<file path="src/rtl/core/pnop_pkg.sv">
`default_nettype none

package pnop_pkg;

    // Grid and gradient format.
    localparam int GridBits   = 7;
    localparam int AddrBits   = 2 * GridBits;
    localparam int GradBits   = 16;
    localparam int GradFrac   = GradBits - 2;

    // Octave cell sizes are 32, 16 and 8 pixels, as log2.
    localparam int BaseShift  = 5;
    localparam int NumOctaves = 3;
    localparam int NumCorners = 4;
    localparam int NumReads   = NumOctaves * NumCorners;
    localparam int NumBanks   = NumReads / 2;

    // Value widths along the datapath.
    localparam int FracBits   = 16;
    localparam int DistBits   = FracBits + 2;
    localparam int SumBits    = DistBits + GradBits + 1;
    localparam int DotBits    = 20;
    localparam int OctBits    = 19;
    localparam int TotalBits  = 22;

    // floor(t / 7) = (t * DivSevenMul) >> DivSevenShift for t below 2^22.
    localparam int DivSevenShift = 26;
    localparam logic [23:0] DivSevenMul = 24'd9586981;

    // One stored gradient.
    typedef struct packed {
        logic signed [GradBits-1:0] gy;
        logic signed [GradBits-1:0] gx;
    } gradient_t;

    // Input opcodes.
    localparam logic OpWrite = 1'b0;
    localparam logic OpEval  = 1'b1;

endpackage

`default_nettype wire

</file>
<file path="src/rtl/core/pnop_combine.sv">
`default_nettype none

module pnop_combine
    import pnop_pkg::*;
(
    input  wire logic                      clk,
    input  wire logic                      en,
    input  wire logic signed [OctBits-1:0] oct [NumOctaves],
    output      logic [15:0]               noise_fraction,
    output      logic [7:0]                noise_byte
);

    logic signed [TotalBits-1:0] total_reg;
    logic [TotalBits-2:0]        tpos;
    logic [TotalBits+23:0]       qf_prod;
    logic [TotalBits+7:0]        scaled;
    logic                        neg_reg;
    logic [TotalBits-3:0]        qf_reg;
    logic [12:0]                 pb_reg;
    logic [36:0]                 qb_prod;
    logic [12:0]                 qb;
    logic [15:0]                 frac_reg;
    logic [7:0]                  byte_reg;

    // Stage one: weighted sum 4*o0 + 2*o1 + o2.
    always_ff @(posedge clk)
    begin
        if (en)
        begin
            total_reg <= (TotalBits'(oct[0]) <<< 2) + (TotalBits'(oct[1]) <<< 1)
                         + TotalBits'(oct[2]);
        end
    end

    // Divide by seven through a reciprocal; the byte path scales by 255 first.
    assign tpos    = total_reg[TotalBits-2:0];
    assign qf_prod = tpos * DivSevenMul;
    assign scaled  = tpos * 9'd255;

    // Stage two: quotient of the fraction and the scaled byte numerator.
    always_ff @(posedge clk)
    begin
        if (en)
        begin
            neg_reg <= total_reg[TotalBits-1];
            qf_reg  <= (TotalBits-2)'(qf_prod >> DivSevenShift);
            pb_reg  <= scaled[FracBits +: 13];
        end
    end

    assign qb_prod = pb_reg * DivSevenMul;
    assign qb      = 13'(qb_prod >> DivSevenShift);

    // Stage three: saturate into the output register.
    always_ff @(posedge clk)
    begin
        if (en)
        begin
            if (neg_reg)
            begin
                frac_reg <= '0;
                byte_reg <= '0;
            end
            else
            begin
                frac_reg <= (qf_reg > 20'd65535) ? 16'hFFFF : qf_reg[15:0];
                byte_reg <= (qb > 13'd255) ? 8'hFF : qb[7:0];
            end
        end
    end

    assign noise_fraction = frac_reg;
    assign noise_byte     = byte_reg;

endmodule

`default_nettype wire

</file>
<file path="config.mk">
export PLATFORM = sky130hd
export DESIGN_NAME = pnop_combine
export DESIGN_NICKNAME = d
export VERILOG_FILES = /design/src/rtl/core/pnop_pkg.sv /design/src/rtl/core/pnop_combine.sv
export SDC_FILE = /design/constraint.sdc
export NUM_CORES = 1
export LEC_CHECK = 0
export BUFFER_PORTS_ARGS = -buffer_cell sky130_fd_sc_hd__buf_2
export CAP_MARGIN = 20
export CORE_UTILIZATION = 56
export CTS_CLUSTER_SIZE = 14
export DETAILED_ROUTE_END_ITERATION = 6
export PLACE_DENSITY = 0.79
export SLEW_MARGIN = 5
export SYNTH_ARGS = -nofsm -noshare
export SYNTH_HDL_FRONTEND = slang
export SYNTH_SLANG_ARGS = --single-unit
</file>
<file path="constraint.sdc">
create_clock -name clk -period 15.6 [get_ports clk]
set_input_delay 3.12 -clock clk [delete_from_list [all_inputs] [get_ports clk]]
set_output_delay 3.12 -clock clk [all_outputs]
set_load 0.03 [all_outputs]
</file>
**Yosys cells after proc, flatten, opt, wreduce, memory -nomap -nowiden**

Cells that the tools add are included.

- Add/subtract/negate cells: 2
- $mul: 3
- Magnitude comparators: 2
- Multiplexer cells: 2

Operators with widths:

| kind | count |
|---|---|
| multiplier 21 x 24 -> 45 bit (second input constant) | 1 |
| multiplier 13 x 24 -> 37 bit (second input constant) | 1 |
| multiplier 21 x 8 -> 29 bit (second input constant) | 1 |
| adder 21 x 20 -> 22 bit | 1 |
| adder 22 x 19 -> 22 bit | 1 |
| > comparator 19 x 16 -> 1 bit (second input constant) | 1 |
| 2-to-1 mux 16 bit | 1 |
| > comparator 11 x 8 -> 1 bit (second input constant) | 1 |
| 2-to-1 mux 8 bit | 1 |

- Register bits: 79
- Logic and storage cells: 15

**Longest topological paths before layout**

- Depth after elaboration: 3
- Gate-level depth with buffers: 21

**Least setup slack after synthesis**

Ideal clock, no wire load.

- Path type: input to register
- Start: input oct[2] (netlist bit)
- End: register total_reg[20], data pin
- Setup time: 0.258 ns
- Arrival: 5.730 ns
- Required time: 15.342 ns
- Setup slack: 9.613 ns
- Stages: 13
- Path through: fa_1 > ha_1 > inv_1 > fa_1 > nor2b_1 > o21ai_0 > a21boi_0 > o211ai_1 > a21oi_1 > o21ai_0 > o311ai_0 > a21oi_1 > xnor2_1

- Word-level cells in the longest chain between the ends: 1

Ends and longest elaborated chain:

| what | line | RTL |
|---|---|---|
| start: declaration | pnop_combine.sv:8 | `input wire logic signed [OctBits-1:0] oct [NumOctaves],` |
| adder 22 x 19 -> 22 bit | pnop_combine.sv:31 | `+ TotalBits'(oct[2]);` |
| end signal: assignment | pnop_combine.sv:30 | `total_reg <= (TotalBits'(oct[0]) <<< 2) + (TotalBits'(oct[1]) <<< 1)` |
| end: declaration | pnop_combine.sv:13 | `logic signed [TotalBits-1:0] total_reg;` |

No other way between the ends.
A chain may end at the register's enable or synchronous reset.

**Final worst setup path**

- Start: register total_reg[20]
- End: register qf_reg[18], data pin

- Word-level cells in the longest chain between the ends: 1

Ends and longest elaborated chain:

| what | line | RTL |
|---|---|---|
| multiplier 21 x 24 -> 45 bit | pnop_combine.sv:37 | `assign qf_prod = tpos * DivSevenMul;` |
| named net qf_prod[44] | pnop_combine.sv:15 | `logic [TotalBits+23:0] qf_prod;` |
| end signal: assignment | pnop_combine.sv:46 | `qf_reg <= (TotalBits-2)'(qf_prod >> DivSevenShift);` |
| end: declaration | pnop_combine.sv:18 | `logic [TotalBits-3:0] qf_reg;` |

The timed path passes the listed nets, and every way through them passes these cells.

==> run summary <==
The clock sink total is 79. Counting the buffers created by CTS gives 9. Setup repair after global routing left no endpoint under its margin.

The final setup violation count is 0. The net count after synthesis is 1940. The routed wirelength normalized by instance count came out at 15.0 µm. The buffers plus inverters on the worst setup path came out at 2. The maximum root-to-sink buffer count came out at 2.

Among the stages of the critical path, the cell type that occurs most often is sky130_fd_sc_hd__fa_1. Of all flip-flops after synthesis, the portion carrying an async set or reset was 0%. The category of the worst setup path capture point is a flop. After synthesis, the largest family of logic cells by area is adder cells. The clock tree from TritonCTS is yes. The standard cell core area came out at 25300 µm². The final critical path takes up 40.7% of the cycle. The pre-CTS setup slack is 9070 ps. The initial antenna violation count is 0. Summing the areas of all and, or, nand and nor instances in the mapped netlist gives 5.82% of the synthesized area. In this run the worst hold path is classified as reg -> reg.

The start-to-end type of the worst setup path is reg -> reg. The worst-margin pin slew is 804 ps. The number of synthesis warnings came out at 0.

The hold-fix buffer count after cts is 0. Broken down by cell family, the worst path's largest delay share belongs to adder cells. The synthesis-stage register bit count is 79. The number of buffer cells added on primary ports came out at 82.

The detail-routed via count per cell came out at 5.36. The filler cell count in the final layout came out at 1915. The starting DRC count in detailed routing came out at 337. The number of iterations in the first detailed-routing pass came out at 5. The number of max-capacitance violations reported is 0.

The layout overhead on the synthesized area came out at 7.86%. The most common flop cell mapped by yosys is sky130_fd_sc_hd__edfxtp_1. The starting density of the core is 57.3%. The worst clock skew on the final layout came out at 12.6 ps. The adder and majority cell fraction of the synthesized area is 58.6%. The via count came out at 9446. The number of distinct library cells after synthesis came out at 56. The via count of the first global-routing pass came out at 9983. Summed over all instances, the cell type with the most area after synthesis is sky130_fd_sc_hd__fa_1. Walking the worst path, the cells encountered are ha_1, fa_1, fa_1, inv_1, fa_1, inv_1, fa_1, fa_1, ha_1, ha_1, a21oi_1, a21oi_1, a311oi_1, a31o_2, a21oi_1, o2111ai_1, a31oi_1, mux2i_1, a2111oi_0.

Routability-driven placement finished with a final weighted congestion of 0.900. The required time at the worst-slack endpoint is 15740 ps. In this run the tightest slew margin relative to its limit is 46.4%. The full die area came out at 26500 µm². The post-synthesis xor/xnor area fraction is 3.09%. In the routed design, unresolved DRC markers number 0.

The remaining global-route overflow came out at 0. The worst hold slack after final layout came out at 470 ps. The number of max-slew violations in the final report came out at 0. The remaining antenna violation count came out at 0. After layout, the minimum clock period comes to 6350 ps. The sequential fraction of the synthesis area is 16.4%. The flip-flop count of the largest register after layout came out at 22. The buffer count from post-CTS setup fixing came out at 0. The final number of hold-violating endpoints is 0. For this block, the routed nets add up to 26400 µm of wire. The first global-routing pass estimated 45200 µm of wire.

The mux contribution to synthesized area is 0.0691%. The highest achievable clock rate is 158 MHz. The die is 163 µm tall. Entering global routing, the biggest net connects 57 pins. Summing every instance area after synthesis gives 14500 µm². In the final timing run, aggregate negative setup slack is 0 ps.

The number of H-tree levels is 3. The clock latency of the later-clocked register in the worst-skew pair is 370 ps. The cell at the slowest stage of the critical path is sky130_fd_sc_hd__edfxtp_1. Along the worst path, the maximum fanout reaches 11. Summed over all nets, the half-perimeter wirelength after detailed placement is 22800 µm. The die is 163 µm wide. The top cell types in the final layout, fill and taps aside, are sky130_fd_sc_hd__inv_1 (320), sky130_fd_sc_hd__ha_1 (320), sky130_fd_sc_hd__fa_1 (224).

The compound-cell area share of the yosys netlist is 7.61%. In the global route stage, overall resource usage came out at 21.5%. The run finished with clean final reports.

The total I/O pin count is 83. The largest single stage delay on the critical path is 720 ps. Cells fill 61.8% of the core in the end. The worst setup path is launched from a flop. The smallest setup slack after layout came out at 9250 ps. For the worst setup path, the data arrival time is 6490 ps. Ranked by total cell area, the synthesized netlist is headed by sky130_fd_sc_hd__fa_1 (31%), sky130_fd_sc_hd__ha_1 (28%), sky130_fd_sc_hd__edfxtp_1 (16%). Clock-pin slew was measured on the worst setup and hold paths at 70 ps. The post-synthesis instance total is 1337. The synthesized area per cell came out at 10.8 µm². The number of cells upsized or downsized after cts came out at 0. In this run the core area contains 58 standard-cell rows.

After the last flow step, the layout net total stands at 2030. The fraction of final layout cells sized beyond drive strength 1 is 7.62%. The number of synthesized flops with an enable pin came out at 79. The top-area cell type share of the netlist area is 31.0%.

The antenna diode instance count is 0. The clock tree root driver cell is sky130_fd_sc_hd__clkbuf_16.
[synthesized netlist by cell type (9+ instances only)]
cell type	n
sky130_fd_sc_hd__a21o_1	13
sky130_fd_sc_hd__a21oi_1	54
sky130_fd_sc_hd__edfxtp_1	79
sky130_fd_sc_hd__fa_1	224
sky130_fd_sc_hd__ha_1	320
sky130_fd_sc_hd__inv_1	320
sky130_fd_sc_hd__nand2_1	20
sky130_fd_sc_hd__nand3_1	21
sky130_fd_sc_hd__nand4_1	9
sky130_fd_sc_hd__nor2_1	64
sky130_fd_sc_hd__nor2b_1	9
sky130_fd_sc_hd__nor3_1	12
sky130_fd_sc_hd__o21ai_0	29
sky130_fd_sc_hd__o21bai_1	11
sky130_fd_sc_hd__xnor2_1	33
sky130_fd_sc_hd__xor2_1	18
[layout make-up]
cell class	count	area [µm²]	share of cell area (%)
clock buffer	9	225	1.44
clock inverter	6	93.8	0.601
inverter	320	1200	7.69
multi-input combinational	934	10900	69.7
sequential	79	2370	15.2
tap	330	413	2.64
timing repair buffer	83	420	2.69
[path summary, 6_finish.rpt]
path | start | end | slack [ps] | cells after the start
worst min-delay path | total_reg[21] | neg_reg | 470 | 0
worst max-delay path | total_reg[20] | qf_reg[18] | 9250 | 19
worst min register to register | total_reg[21] | neg_reg | 470 | 0
worst max register to register | total_reg[20] | qf_reg[18] | 9250 | 19
[per-stage QoR]
stage          area (µm²)  cells
4_1_cts             15600   1761
3_5_place_dp        15300   1746
6_report            15600   1761
2_1_floorplan       14500   1337
5_1_grt             15600   1761
3_3_place_gp        15300   1746
[cells by family (layout without fill, tap and decap cells)]
| logic type | after synthesis | in the layout |
|---|---|---|
| simple gates | 170 | 170 |
| compound gates | 168 | 168 |
| buf+inv | 324 | 418 |
| flops | 79 | 79 |
| mux | 1 | 1 |
| xor+xnor | 51 | 51 |
| fa+ha+maj | 544 | 544 |
[per-layer routing]
metal  track usage (%)  part of all wire, %  up-vias  wire [µm]
li1                  -                    -     4607          -
met1              26.9                   43     4620      11300
met2              38.6                   52      178      13700
met3              2.14                  2.4       41        646
met4              7.69                  2.6        0        677
met5                 0                    0        -          0
Power is left out: the tool's default activity adds up to more than one toggle a clock period on the data nets, which glitch-free logic cannot reach.
